===== src/rtl/core/assert_macros.svh =====
// assertion helpers shared by the rtl files
`ifndef ASSERT_MACROS_SVH
`define ASSERT_MACROS_SVH

// concurrent check on a named clock and active-low reset
`define ASSERT_CLK(lbl, clk, rst_n, prop, msg) \
  lbl: assert property (@(posedge clk) disable iff (!rst_n) prop) else $error(msg);

// concurrent check on the block clock and reset
`define ASSERT_DEF(lbl, prop, msg) \
  `ASSERT_CLK(lbl, clk_i, rst_ni, prop, msg)

`endif


===== src/rtl/core/crs_pkg.sv =====
// ----------------------------------------------------------------------------
// crs_pkg
// shared sizes, register codes, types and helpers of the span rasterizer
// ----------------------------------------------------------------------------
package crs_pkg;

  // plot geometry and step limit
  localparam int COLUMNS  = 320;
  localparam int ROWS     = 240;
  localparam int MAX_STEP = 8;

  // derived widths
  localparam int COL_W  = $clog2(COLUMNS);
  localparam int CNT_W  = $clog2(COLUMNS + 1);
  localparam int ROW_W  = $clog2(ROWS);
  localparam int STEP_W = $clog2(MAX_STEP + 1);
  localparam int SPAN_W = $clog2(MAX_STEP + 1);

  // configuration register indexes
  localparam int CFG_IDX_W = 2;
  localparam logic [CFG_IDX_W-1:0] REG_Y_TOP    = 2'd0;
  localparam logic [CFG_IDX_W-1:0] REG_ROW_SCALE = 2'd1;
  localparam logic [CFG_IDX_W-1:0] REG_COL_STEP = 2'd2;

  // row mapping result handed to the sequencer
  typedef struct packed {
    logic             done;
    logic             on_screen;
    logic [ROW_W-1:0] row;
  } map_res_t;

  // column step with zero read as one and clamped to the limit
  function automatic logic [STEP_W-1:0] eff_step(input logic [3:0] s);
    logic [STEP_W-1:0] r;
    if (s == 4'd0) begin
      r = STEP_W'(1);
    end else if (int'(s) > MAX_STEP) begin
      r = STEP_W'(MAX_STEP);
    end else begin
      r = STEP_W'(s);
    end
    return r;
  endfunction

  // next column counter value, saturating at the column count
  function automatic logic [CNT_W-1:0] advance(input logic [CNT_W-1:0] col,
                                               input logic [3:0] s);
    logic [CNT_W+STEP_W-1:0] sum;
    logic [CNT_W-1:0]        r;
    sum = (CNT_W+STEP_W)'(col) + (CNT_W+STEP_W)'(eff_step(s));
    if (sum > (CNT_W+STEP_W)'(COLUMNS)) begin
      r = CNT_W'(COLUMNS);
    end else begin
      r = sum[CNT_W-1:0];
    end
    return r;
  endfunction

endpackage


===== src/rtl/core/crs_sample_if.sv =====
// ----------------------------------------------------------------------------
// crs_sample_if
// sample channel: one evaluated curve value per beat
// ----------------------------------------------------------------------------
interface crs_sample_if;
  logic               valid;
  logic               ready;
  logic signed [31:0] sample_value;
  logic               sample_ok;
  logic               curve_start;

  modport source (output valid, output sample_value, output sample_ok,
                  output curve_start, input ready);
  modport sink (input valid, input sample_value, input sample_ok,
                input curve_start, output ready);
endinterface


===== src/rtl/core/crs_span_if.sv =====
// ----------------------------------------------------------------------------
// crs_span_if
// span channel: one vertical pixel span per beat
// ----------------------------------------------------------------------------
interface crs_span_if;
  logic                      valid;
  logic                      ready;
  logic [crs_pkg::COL_W-1:0] span_column;
  logic [crs_pkg::ROW_W-1:0] row_top;
  logic [crs_pkg::ROW_W-1:0] row_bottom;
  logic                      last_span;

  modport source (output valid, output span_column, output row_top,
                  output row_bottom, output last_span, input ready);
  modport sink (input valid, input span_column, input row_top,
                input row_bottom, input last_span, output ready);
endinterface


===== src/rtl/core/curve_column_span_rasterizer.sv =====
// ----------------------------------------------------------------------------
// curve_column_span_rasterizer
// turns evaluated curve samples into vertical pixel spans, column by column
// ----------------------------------------------------------------------------
// Use: samples arrive as beats on sample_i (valid/ready); spans leave as
// beats on span_o, one per column, the final one of a sample flagged by
// last_span. Configuration (y_top, row_scale, column_step) is to be written
// on the cfg_* port while the block is idle; the block does not enforce it.
// Timing: a sample is taken only in the idle state. A dropped or invalid
// sample leaves the block idle. A valid sample passes the row mapper
// (subtract on the input beat, magnitude, two passes of the shared 17x32
// multiplier, sum), and then the row is handed over; an off-screen one
// then returns to idle. A single-pixel result is loaded from the setup
// state; an interpolated one goes through setup, the restoring divider for
// ROW_W (8) quotient bits, then emits one span per cycle over the span
// columns unless the receiver stalls.
// The output register holds a finished span while the next sample is
// taken; when the receiver stalls the span sequencer waits with it.
// Reset: asynchronous, active low; column counter and line state clear,
// registers return to y_top 0, row_scale 1.0, column_step 1. No clearing
// pass is needed.
// ----------------------------------------------------------------------------
`include "assert_macros.svh"

module curve_column_span_rasterizer (
  input  logic                          clk_i,
  input  logic                          rst_ni,
  input  logic                          cfg_we_i,
  input  logic [crs_pkg::CFG_IDX_W-1:0] cfg_idx_i,
  input  logic [31:0]                   cfg_data_i,
  crs_sample_if.sink                    sample_i,
  crs_span_if.source                    span_o
);
  import crs_pkg::*;

  localparam logic [2:0] S_IDLE  = 3'd0;
  localparam logic [2:0] S_MAP   = 3'd1;
  localparam logic [2:0] S_SETUP = 3'd2;
  localparam logic [2:0] S_DIV   = 3'd3;
  localparam logic [2:0] S_SPAN  = 3'd4;

  localparam int DCNT_W = $clog2(ROW_W + 1);
  localparam int EW     = COL_W + SPAN_W;

  // configuration
  logic signed [31:0] y_top_q;
  logic [31:0]        row_scale_q;
  logic [3:0]         step_q;

  // control state
  logic [2:0]       st_q, st_d;
  logic [CNT_W-1:0] next_col_q, next_col_d;
  logic [COL_W-1:0] prior_col_q, prior_col_d;
  logic [ROW_W-1:0] prior_row_q, prior_row_d;
  logic             prior_ok_q, prior_ok_d;
  logic             out_valid_q;

  // per-sample working registers
  logic [COL_W-1:0]  col_q;
  logic              pok_q;
  logic [ROW_W-1:0]  row_q;
  logic [SPAN_W-1:0] span_q;
  logic              dneg_q;
  logic [ROW_W-1:0]  quo_q;
  logic [SPAN_W-1:0] rem_q;
  logic [DCNT_W-1:0] dcnt_q;
  logic [SPAN_W-1:0] k_q;
  logic [ROW_W-1:0]  qacc_q;
  logic [SPAN_W-1:0] racc_q;
  logic [ROW_W-1:0]  last_q;

  // output payload
  logic [COL_W-1:0] o_col_q;
  logic [ROW_W-1:0] o_top_q, o_bot_q;
  logic             o_last_q;

  logic             accept;
  logic [CNT_W-1:0] col_now;
  logic             pok_now;
  logic             col_live;
  logic             map_start;
  map_res_t         map_res;
  logic             slot_free;
  logic [COL_W-1:0] col_gap;
  logic             single;
  logic             commit;
  logic             load_single;
  logic             load_span;

  // divider step
  logic [SPAN_W:0]   div_t;
  logic              div_ge;
  logic [ROW_W:0]    div_qt;

  // span step
  logic [SPAN_W:0]   rsum;
  logic              carry;
  logic [SPAN_W-1:0] racc_nx;
  logic [ROW_W-1:0]  qacc_nx;
  logic [ROW_W-1:0]  cur;
  logic [EW-1:0]     ecol;

  // configuration writes
  always_ff @(posedge clk_i or negedge rst_ni) begin
    if (!rst_ni) begin
      y_top_q     <= 32'sd0;
      row_scale_q <= 32'd65536;
      step_q      <= 4'd1;
    end else if (cfg_we_i) begin
      unique case (cfg_idx_i)
        REG_Y_TOP:     y_top_q     <= cfg_data_i;
        REG_ROW_SCALE: row_scale_q <= cfg_data_i;
        REG_COL_STEP:  step_q      <= cfg_data_i[3:0];
        default:       ;
      endcase
    end
  end

  // input beat and curve start handling
  assign sample_i.ready = (st_q == S_IDLE);
  assign accept    = sample_i.valid && sample_i.ready;
  assign col_now   = sample_i.curve_start ? '0 : next_col_q;
  assign pok_now   = sample_i.curve_start ? 1'b0 : prior_ok_q;
  assign col_live  = (col_now < CNT_W'(COLUMNS));
  assign map_start = accept && col_live && sample_i.sample_ok;

  crs_row_map u_row_map (
    .clk_i       (clk_i),
    .rst_ni      (rst_ni),
    .start_i     (map_start),
    .y_top_i     (y_top_q),
    .row_scale_i (row_scale_q),
    .value_i     (sample_i.sample_value),
    .res_o       (map_res)
  );

  // output register is free when empty or being taken
  assign slot_free = !out_valid_q || span_o.ready;

  // line continuation test
  assign col_gap = col_q - prior_col_q;
  assign single  = !pok_q || (prior_col_q >= col_q) || (int'(col_gap) > MAX_STEP);

  // restoring divider: one quotient bit a cycle
  assign div_t  = {rem_q, quo_q[ROW_W-1]};
  assign div_ge = (div_t >= {1'b0, span_q});
  assign div_qt = {quo_q, div_ge};

  // interpolation step: running quotient and remainder of k*|diff|/span
  assign rsum    = (SPAN_W+1)'(racc_q) + (SPAN_W+1)'(rem_q);
  assign carry   = (rsum >= {1'b0, span_q});
  assign racc_nx = carry ? SPAN_W'(rsum - {1'b0, span_q}) : rsum[SPAN_W-1:0];
  assign qacc_nx = ROW_W'((ROW_W+1)'(qacc_q) + (ROW_W+1)'(quo_q) + (ROW_W+1)'(carry));
  assign cur     = dneg_q ? ROW_W'(prior_row_q - qacc_nx) : ROW_W'(prior_row_q + qacc_nx);
  assign ecol    = EW'(prior_col_q) + EW'(k_q);

  assign load_single = (st_q == S_SETUP) && single && slot_free;
  assign load_span   = (st_q == S_SPAN) && slot_free;
  assign commit      = load_single || (load_span && (k_q == span_q));

  // sequencer and line state
  always_comb begin
    st_d        = st_q;
    next_col_d  = next_col_q;
    prior_col_d = prior_col_q;
    prior_row_d = prior_row_q;
    prior_ok_d  = prior_ok_q;
    unique case (st_q)
      S_IDLE: begin
        if (accept) begin
          if (sample_i.curve_start) begin
            next_col_d = '0;
            prior_ok_d = 1'b0;
          end
          if (col_live) begin
            if (sample_i.sample_ok) begin
              st_d = S_MAP;
            end else begin
              prior_ok_d = 1'b0;
              next_col_d = advance(col_now, step_q);
            end
          end
        end
      end
      S_MAP: begin
        if (map_res.done) begin
          if (map_res.on_screen) begin
            st_d = S_SETUP;
          end else begin
            prior_ok_d = 1'b0;
            next_col_d = advance(CNT_W'(col_q), step_q);
            st_d       = S_IDLE;
          end
        end
      end
      S_SETUP: begin
        if (!single) begin
          st_d = S_DIV;
        end else if (slot_free) begin
          st_d = S_IDLE;
        end
      end
      S_DIV: begin
        if (dcnt_q == '0) st_d = S_SPAN;
      end
      S_SPAN: begin
        if (commit) st_d = S_IDLE;
      end
      default: st_d = S_IDLE;
    endcase
    // sample finished: it becomes the previous plotted point
    if (commit) begin
      prior_col_d = col_q;
      prior_row_d = row_q;
      prior_ok_d  = 1'b1;
      next_col_d  = advance(CNT_W'(col_q), step_q);
    end
  end

  always_ff @(posedge clk_i or negedge rst_ni) begin
    if (!rst_ni) begin
      st_q        <= S_IDLE;
      next_col_q  <= '0;
      prior_col_q <= '0;
      prior_row_q <= '0;
      prior_ok_q  <= 1'b0;
      out_valid_q <= 1'b0;
    end else begin
      st_q        <= st_d;
      next_col_q  <= next_col_d;
      prior_col_q <= prior_col_d;
      prior_row_q <= prior_row_d;
      prior_ok_q  <= prior_ok_d;
      if (load_single || load_span) begin
        out_valid_q <= 1'b1;
      end else if (span_o.ready) begin
        out_valid_q <= 1'b0;
      end
    end
  end

  // working registers and output payload
  always_ff @(posedge clk_i) begin
    if (accept) begin
      col_q <= col_now[COL_W-1:0];
      pok_q <= pok_now;
    end
    if (st_q == S_MAP && map_res.done) begin
      row_q <= map_res.row;
    end
    if (st_q == S_SETUP && !single) begin
      span_q <= SPAN_W'(col_gap);
      dneg_q <= (row_q < prior_row_q);
      quo_q  <= (row_q < prior_row_q) ? ROW_W'(prior_row_q - row_q)
                                      : ROW_W'(row_q - prior_row_q);
      rem_q  <= '0;
      dcnt_q <= DCNT_W'(ROW_W - 1);
      k_q    <= SPAN_W'(1);
      qacc_q <= '0;
      racc_q <= '0;
      last_q <= prior_row_q;
    end
    if (st_q == S_DIV) begin
      rem_q  <= div_ge ? SPAN_W'(div_t - {1'b0, span_q}) : div_t[SPAN_W-1:0];
      quo_q  <= div_qt[ROW_W-1:0];
      dcnt_q <= dcnt_q - DCNT_W'(1);
    end
    if (load_single) begin
      o_col_q  <= col_q;
      o_top_q  <= row_q;
      o_bot_q  <= row_q;
      o_last_q <= 1'b1;
    end
    if (load_span) begin
      o_col_q  <= ecol[COL_W-1:0];
      o_top_q  <= (last_q < cur) ? last_q : cur;
      o_bot_q  <= (last_q < cur) ? cur : last_q;
      o_last_q <= (k_q == span_q);
      qacc_q   <= qacc_nx;
      racc_q   <= racc_nx;
      last_q   <= cur;
      k_q      <= k_q + SPAN_W'(1);
    end
  end

  assign span_o.valid       = out_valid_q;
  assign span_o.span_column = o_col_q;
  assign span_o.row_top     = o_top_q;
  assign span_o.row_bottom  = o_bot_q;
  assign span_o.last_span   = o_last_q;

  `ASSERT_DEF(a_span_order, span_o.valid |-> span_o.row_top <= span_o.row_bottom,
              "span top below bottom")
  `ASSERT_DEF(a_div_nonzero, st_q == S_DIV |-> span_q != '0, "divide by zero span")
  `ASSERT_DEF(a_commit_line, commit |=> st_q == S_IDLE && prior_ok_q,
              "finished sample did not continue the line")

endmodule


===== src/rtl/core/crs_row_map.sv =====
// ----------------------------------------------------------------------------
// crs_row_map
// maps a q16.16 value to a screen row with one shared 17x32 multiplier
// ----------------------------------------------------------------------------
`include "assert_macros.svh"

module crs_row_map (
  input  logic                clk_i,
  input  logic                rst_ni,
  input  logic                start_i,
  input  logic signed [31:0]  y_top_i,
  input  logic [31:0]         row_scale_i,
  input  logic signed [31:0]  value_i,
  output crs_pkg::map_res_t   res_o
);
  import crs_pkg::*;

  localparam logic [2:0] M_IDLE = 3'd0;
  localparam logic [2:0] M_ABS  = 3'd1;
  localparam logic [2:0] M_MH   = 3'd2;
  localparam logic [2:0] M_ML   = 3'd3;
  localparam logic [2:0] M_SUM  = 3'd4;

  logic [2:0]         st_q, st_d;
  logic signed [32:0] diff_q;
  logic               neg_q;
  logic [32:0]        mag_q;
  logic [48:0]        prod_q;
  logic [48:0]        acc_q;
  logic [16:0]        mul_a;
  logic [48:0]        prod_w;
  logic [65:0]        sum_w;
  logic [33:0]        whole_w;
  logic               done_q;
  logic               on_screen_q;
  logic [ROW_W-1:0]   row_q;

  // sequencer
  always_comb begin
    st_d = st_q;
    unique case (st_q)
      M_IDLE:  if (start_i) st_d = M_ABS;
      M_ABS:   st_d = M_MH;
      M_MH:    st_d = M_ML;
      M_ML:    st_d = M_SUM;
      M_SUM:   st_d = M_IDLE;
      default: st_d = M_IDLE;
    endcase
  end

  // shared multiplier: upper magnitude slice first, then the lower one
  assign mul_a  = (st_q == M_MH) ? mag_q[32:16] : {1'b0, mag_q[15:0]};
  assign prod_w = 49'(mul_a) * 49'(row_scale_i);

  // recombine partial products, keep the whole rows
  assign sum_w   = {1'b0, acc_q, 16'b0} + 66'(prod_q);
  assign whole_w = sum_w[65:32];

  always_ff @(posedge clk_i or negedge rst_ni) begin
    if (!rst_ni) begin
      st_q   <= M_IDLE;
      done_q <= 1'b0;
    end else begin
      st_q   <= st_d;
      done_q <= (st_q == M_SUM);
    end
  end

  // datapath
  always_ff @(posedge clk_i) begin
    if (st_q == M_IDLE && start_i) begin
      diff_q <= 33'(y_top_i) - 33'(value_i);
    end
    if (st_q == M_ABS) begin
      neg_q <= diff_q[32];
      mag_q <= diff_q[32] ? 33'(-diff_q) : 33'(diff_q);
    end
    if (st_q == M_MH || st_q == M_ML) begin
      prod_q <= prod_w;
    end
    if (st_q == M_ML) begin
      acc_q <= prod_q;
    end
    if (st_q == M_SUM) begin
      // a negative value under one row still lands on the top row
      if (neg_q) begin
        on_screen_q <= (whole_w == 34'd0);
        row_q       <= '0;
      end else begin
        on_screen_q <= (whole_w < 34'(ROWS));
        row_q       <= whole_w[ROW_W-1:0];
      end
    end
  end

  assign res_o = {done_q, on_screen_q, row_q};

  `ASSERT_DEF(a_start_idle, start_i |-> st_q == M_IDLE, "row map started while busy")
  `ASSERT_DEF(a_done_after_sum, done_q |-> $past(st_q) == M_SUM,
              "row map result without final stage")

endmodule

===== src/flat_wrapper.sv =====
// flat-port wrapper written by rule: the top's interface ports become plain ports
module curve_column_span_rasterizer_flat import crs_pkg::*;
  (clk_i, rst_ni, cfg_we_i, cfg_idx_i, cfg_data_i, sample_i_valid, sample_i_sample_value, sample_i_sample_ok, sample_i_curve_start, sample_i_ready, span_o_valid, span_o_span_column, span_o_row_top, span_o_row_bottom, span_o_last_span, span_o_ready);
  crs_sample_if sample_i_i ();
  crs_span_if span_o_i ();
  input  logic clk_i;
  input  logic rst_ni;
  input  logic cfg_we_i;
  input  logic [crs_pkg::CFG_IDX_W-1:0] cfg_idx_i;
  input  logic [31:0] cfg_data_i;
  input wire logic [$bits(sample_i_i.valid)-1:0] sample_i_valid;
  input wire logic [$bits(sample_i_i.sample_value)-1:0] sample_i_sample_value;
  input wire logic [$bits(sample_i_i.sample_ok)-1:0] sample_i_sample_ok;
  input wire logic [$bits(sample_i_i.curve_start)-1:0] sample_i_curve_start;
  output wire logic [$bits(sample_i_i.ready)-1:0] sample_i_ready;
  output wire logic [$bits(span_o_i.valid)-1:0] span_o_valid;
  output wire logic [$bits(span_o_i.span_column)-1:0] span_o_span_column;
  output wire logic [$bits(span_o_i.row_top)-1:0] span_o_row_top;
  output wire logic [$bits(span_o_i.row_bottom)-1:0] span_o_row_bottom;
  output wire logic [$bits(span_o_i.last_span)-1:0] span_o_last_span;
  input wire logic [$bits(span_o_i.ready)-1:0] span_o_ready;
  assign sample_i_i.valid = sample_i_valid;
  assign sample_i_i.sample_value = sample_i_sample_value;
  assign sample_i_i.sample_ok = sample_i_sample_ok;
  assign sample_i_i.curve_start = sample_i_curve_start;
  assign sample_i_ready = sample_i_i.ready;
  assign span_o_valid = span_o_i.valid;
  assign span_o_span_column = span_o_i.span_column;
  assign span_o_row_top = span_o_i.row_top;
  assign span_o_row_bottom = span_o_i.row_bottom;
  assign span_o_last_span = span_o_i.last_span;
  assign span_o_i.ready = span_o_ready;
  curve_column_span_rasterizer u_core (.clk_i(clk_i), .rst_ni(rst_ni), .cfg_we_i(cfg_we_i), .cfg_idx_i(cfg_idx_i), .cfg_data_i(cfg_data_i), .sample_i(sample_i_i), .span_o(span_o_i));
endmodule

===== config.mk =====
export PLATFORM = sky130hd
export DESIGN_NAME = curve_column_span_rasterizer_flat
export DESIGN_NICKNAME = d
export VERILOG_FILES = /design/src/rtl/core/crs_pkg.sv /design/src/rtl/core/crs_sample_if.sv /design/src/rtl/core/crs_span_if.sv /design/src/rtl/core/curve_column_span_rasterizer.sv /design/src/rtl/core/crs_row_map.sv /design/src/flat_wrapper.sv
export VERILOG_INCLUDE_DIRS = /design/src /design/src/rtl/core
export SDC_FILE = /design/constraint.sdc
export NUM_CORES = 2
export LEC_CHECK = 0
export BUFFER_PORTS_ARGS = -buffer_cell sky130_fd_sc_hd__buf_2
export CORE_ASPECT_RATIO = 0.6
export CORE_MARGIN = 2
export CORE_UTILIZATION = 60
export CTS_CLUSTER_SIZE = 25
export DETAILED_ROUTE_END_ITERATION = 8
export HOLD_SLACK_MARGIN = 0.12
export PLACE_DENSITY_LB_ADDON = 0.1
export SETUP_SLACK_MARGIN = 0.1
export SYNTH_ARGS = -nofsm -noshare
export SYNTH_HDL_FRONTEND = slang
export SYNTH_SLANG_ARGS = --single-unit

===== constraint.sdc =====
create_clock -name clk_i -period 10.18 [get_ports clk_i]
set_clock_uncertainty 0.05 [all_clocks]
set_input_delay 1.018 -clock clk_i [delete_from_list [all_inputs] [get_ports clk_i]]
set_output_delay 1.018 -clock clk_i [all_outputs]
set_load 0.03 [all_outputs]

Word-level counts from Yosys, hierarchy flattened
Cells that the tools add are included.
Storage, ports and cells
  flip-flop bits (word level): 366
  ROM bits: 0
  logic and storage cells: 196
  memories kept: 0
  bits in latches: 0
  output and inout port bits: 28
  RAM bits: 0
Operators by class
  add/subtract/negate cells: 19
  bitwise logic cells: 0
  multiplexer cells: 72
  magnitude comparators: 12
  equality and inequality tests: 22
  shift-type cells: 0
  $mul: 1
  reductions and logical operators: 35
  divide/modulo/power cells: 0
Operators by type and width (count)
  9-bit 2-to-1 mux: 12
  8-bit 2-to-1 mux: 13
  4-bit 2-to-1 mux: 19
  65-bit by 49-bit adder with 66-bit output: 1
  17-bit by 32-bit multiplier with 49-bit output: 1
  13-bit by 9-bit greater-than comparator with 1-bit output (second input constant): 3
  34-bit logical NOT: 1
  34-bit by 8-bit less-than comparator with 1-bit output (second input constant): 1
  33-bit negator: 1
  32-bit by 32-bit subtractor with 33-bit output: 1
  32-bit 2-to-1 mux: 1
  9-bit by 4-bit adder with 10-bit output: 3
  3-bit 2-to-1 mux: 9
  8-bit subtractor: 3
  9-bit one-hot mux with 2 select lines: 1
  17-bit 2-to-1 mux: 1
  8-bit adder: 2
  8-bit less-than comparator: 2
  3-bit one-hot mux with 5 select lines: 1
  3-bit by 2-bit == test with 1-bit output (second input constant): 4
  1-bit 2-to-1 mux: 12
  3-bit one-hot mux with 4 select lines: 1
  5-bit by 4-bit greater-or-equal comparator with 1-bit output: 2
  1-bit logical AND: 10
  32 further kinds: 56

Longest topological paths before layout
  word-level depth: 15
  mapped depth: 30
  gate-level depth less buffers: 29

By module
Synthesis repeated with hierarchy kept, for this count alone.
Unflattened totals
  cell total of the unflattened synthesis: 3902
  area, all modules: 38320.5 um^2
By module, submodules not included
  crs_row_map: area each 27272.4 um^2, cells an instance 2858, sequential area each 5325.1 um^2, times used 1
  curve_column_span_rasterizer: area each 11048.1 um^2, cells an instance 1044, sequential area each 5152.4 um^2, times used 1

Least setup slack after synthesis
OpenSTA, ideal clock, no wires.
  kind: reg-to-reg
  from: register u_core.u_row_map.st_q[0]
  to: register u_core.u_row_map.prod_q[47], data pin
  arrival: 7.510 ns
  data required time: 9.874 ns
  library setup time: 0.256 ns
  slack: 2.364 ns
  stages on the path, launching flop included: 27
  cell sequence: dfrtp_1 -> nor3_2 -> clkbuf_1 -> mux2_2 -> clkbuf_1 -> and2_1 -> fa_1 -> inv_1 -> fa_1 -> fa_1 -> inv_1 -> fa_1 -> fa_1 -> inv_1 -> fa_1 -> inv_1 -> ha_1 -> a211o_1 -> a21oi_1 -> o21a_1 -> o211ai_1 -> a31oi_4 -> o21ai_2 -> a41oi_2 -> o31ai_1 -> or4b_1 -> and4_1
Between the ends
  word-level cells in the longest chain between the ends: 3
Ends and longest elaborated chain
  from (decl): line crs_row_map.sv:24  | logic [2:0] st_q, st_d;
  from (signal assigned): line crs_row_map.sv:64  | st_q <= st_d;
  3-bit by 2-bit == test with 1-bit output: line crs_row_map.sv:52  | assign mul_a = (st_q == M_MH) ? mag_q[32:16] : {1'b0, mag_q[15:0]};
  17-bit 2-to-1 mux: line crs_row_map.sv:52
  17-bit by 32-bit multiplier with 49-bit output: line crs_row_map.sv:53  | assign prod_w = 49'(mul_a) * 49'(row_scale_i);
  net u_core.u_row_map.prod_w[47]: line crs_row_map.sv:31  | logic [48:0] prod_w;
  to (signal assigned): line crs_row_map.sv:79  | prod_q <= prod_w;
  to (decl): line crs_row_map.sv:28  | logic [48:0] prod_q;
The timed path passes the listed nets, and every way through them passes these cells.
A chain may end at the register's enable or synchronous reset.

Worst setup path after layout
  from: register u_core.u_row_map.st_q[1]
  to: register u_core.u_row_map.prod_q[47], data pin
The elaborated chain is that of the path after synthesis.

==> results.toml <==
[synth]
synth_compound_area_share_pct = 9.49
seq_area_frac_synth_pct = 28.0
ys_top_cells_by_area = "fa_1 (25%), edfxtp_1 (21%), ha_1 (8.7%)"
synth_top_area_share_pct = 24.7
yosys_warnings = 0
synth_xor_area_share_pct = 4.18
avgSynthCellArea_um2 = 9.87
async_reset_ff_share_pct = 28.1
synthMuxAreaShare_pct = 3.05
netlist_area_um2 = 37400
synth_seq_cells = 366
synth_edf_count = 263
synth_fa_ha_area_share_pct = 33.4
synthCells = 3788
synth-simple-area-share_pct = 13.5
synth_cell_types = 95
synth-main-ff-cell = "edfxtp_1"
syn_nets = 4582
synth_top_area_cell = "fa_1"
synth_top_family_by_area = "adder cells"

[floorplan]
dieWidth_um = 326
die-height_um = 197
placeableCoreArea_um2 = 61300
num_io_pins = 101
fp-row-count = 70
start_util_pct = 61.0
dieArea_um2 = 64400

[sta]
finalMaxSlewViolations = 0
finalSetupViolations = 0
hold_viol_final = 0
rsz0062_at_grt = "false"
maxClockFrequency_ghz = 0.115
post-route-min-period_ns = 8.73
slew_headroom_pct = 18.3
tightest_slew_ns = 1.23
fin_tns_setup_ns = 0
layout_worst_path_cycle_share_pct = 85.8

[clock_tree]
path_clk_slew_ns = 0.06
cts_tree = "yes"
post_cts_buffers = 0
hold_buffers = 0
clockBufferDepth = 3
clockRootBuffer = "clkbuf_16"
cts.sinks = 366
cts_resized = 0
clock_latency_ns = 0.57
h-tree-depth = 2
cts_buffers = 39

[finish]
stdcell_area_um2 = 39700
drive_gt1_share_pct = 8.33
layout_commonest_cell = "inv_1"
fin_nets = 4583
fillCellCount = 4996
syn_to_final_growth_pct = 6.26
regArea_um2 = 10500
multi_input_area_um2 = 23900
final_cell_mix = "inv_1 (666), nand2_1 (533), fa_1 (462)"

[global_route]
grt_pass1_vias = 26200
antenna_found_initial = 1
grt_start_max_net_pins = 65
grt.overflow.total = 0
grt_pass1_wl_mm = 152
grt_usage_pct = 30.8

[critical_path]
cp_max_fo = 32
worstPathRequired_ns = 10.45
crit_path_end = "u_core.u_row_map.prod_q[47]"
crit_path_top_delay_cell = "mux2_2"
critical_path_arrival_ns = 9.00
r2r_slack_ns = 1.45
crit_path_end_kind = "flip-flop"
startpoint = "u_core.u_row_map.st_q[1]"
critPathKind = "reg2reg"
r2r-start = "u_core.u_row_map.st_q[1]"
startpoint_type = "flip-flop"
reg2reg_depth = 26
critPathMaxStageDelay_ns = 0.88
r2r-end = "u_core.u_row_map.prod_q[47]"

[place]
hpwlAfterDp_mm = 74.2
port_buffers = 100
placed_cell_area_um2 = 38500
routabilityCongestion = 0.946

[route]
via_count = 26500
wl_per_cell_um = 20.7
drc = 0
wl_mm = 96.4
dr.pass1.iters = 5
drtAntennaViolNets = 0
dr.first_iter.drc_count = 2491
routed_via_density = 5.71

[min_path]
hp-class = "reg2reg"

[flow_run]
maxCapViolCount = 0

[status]
status = "finished clean"
## cells by family (layout without fill, tap and decap cells)
logic type | Yosys count | after routing
adder cells (fa/ha/maj) | 721 | 721
flip-flops | 366 | 366
buffers and inverters | 826 | 857
AO/OA/AOI/OAI | 527 | 527
other | 0 | 2
AND/OR/NAND/NOR | 1068 | 1068
multiplexers | 103 | 103
XOR/XNOR | 177 | 177
## per-stage QoR
step	std cells	setup slack (ns)	util, %	hold slack, ns
after CTS	4647	1.57	64.8	0.369
after detailed placement	4576	1.59	62.8	0.356
after global placement	4576	1.74	62.8	0.351
final	4649	1.45	64.8	0.368
after global routing	4647	1.05	64.8	0.375
after floorplan	3788	2.36	-	0.350
## synth_stat cells (all sizes together), types with 6 or more instances
cell     count
inv        666
nand2      533
fa         462
edfxtp     263
ha         259
and2       145
a21oi      133
clkbuf     127
o21ai      117
xnor2      116
nor2       109
dfrtp      101
mux2        88
a21o        70
xor2        60
nand3       53
and3        44
nor2b       41
o21a        36
nor3        34
buf         33
nand2b      28
a31oi       25
nand4       23
o31ai       20
mux2i       15
o21bai      15
o41ai       11
a211oi      10
a311oi       9
o31a         9
a31o         8
and4         8
nor3b        8
nand3b       7
nor4         7
or2          7
or3          7
a2111oi      6
a21boi       6
or4          6
## final cells by class
class | count | share of cell area (%)
Multi-Input combinational cell | 2596 | 60.0
Sequential cell | 366 | 26.4
Inverter | 666 | 6.29
Tap cell | 828 | 2.61
Clock buffer | 43 | 2.49
Timing Repair Buffer | 120 | 1.64
Clock inverter | 28 | 0.567
Antenna cell | 2 | 0.0126
## routing by layer
metal / wire length (um) / part of all wire, % / vias up / global-route usage [%]
met1: 46800 / 49 / 12900 / 50.0
met5: 0 / 0 / - / 0
met4: 1450 / 1.5 / 0 / 5.61
met3: 11800 / 12 / 115 / 10.1
met2: 36400 / 38 / 1224 / 39.5
li1: - / - / 12300 / -
## critical path: cells and delay by family (launching register included)
kind,cells,cell delay (ns)
adder cells (fa/ha/maj),7,3.43
AO/OA/AOI/OAI,8,1.77
AND/OR/NAND/NOR,4,1.51
multiplexers,1,0.88
flip-flops,1,0.42
buffers and inverters,6,0.41
## sequential cells by signal (all words and copies together), names as in the netlist, 9 cells and up
name and cells:
u_core.next_col_q 9, u_core.row_scale_q 32, u_core.u_row_map.acc_q 49, u_core.y_top_q 32, u_core.col_q 9, u_core.prior_col_q 9
u_core.u_row_map.prod_q 49, u_core.u_row_map.mag_q 33, u_core.span_o.span_column 9, u_core.u_row_map.diff_q 33
## how the worst min path moves through the flow
stage / from / end / slack [ns] / depth (start not counted)
after detailed placement: u_core.u_row_map.prod_q[4] / u_core.u_row_map.acc_q[4] / 0.36 / 0
after CTS: rst_ni / u_core.prior_col_q[3] / 0.37 / 1
after global routing: u_core.u_row_map.prod_q[4] / u_core.u_row_map.acc_q[4] / 0.38 / 0
after global placement: u_core.u_row_map.prod_q[0] / u_core.u_row_map.acc_q[0] / 0.35 / 0
after floorplan: u_core.u_row_map.row_q[0] / u_core.row_q[0] / 0.35 / 0
final: u_core.u_row_map.prod_q[15] / u_core.u_row_map.acc_q[15] / 0.37 / 0
Power is not shown: default switching activity piles up to over one toggle a cycle in this logic, so the estimate is an artifact.
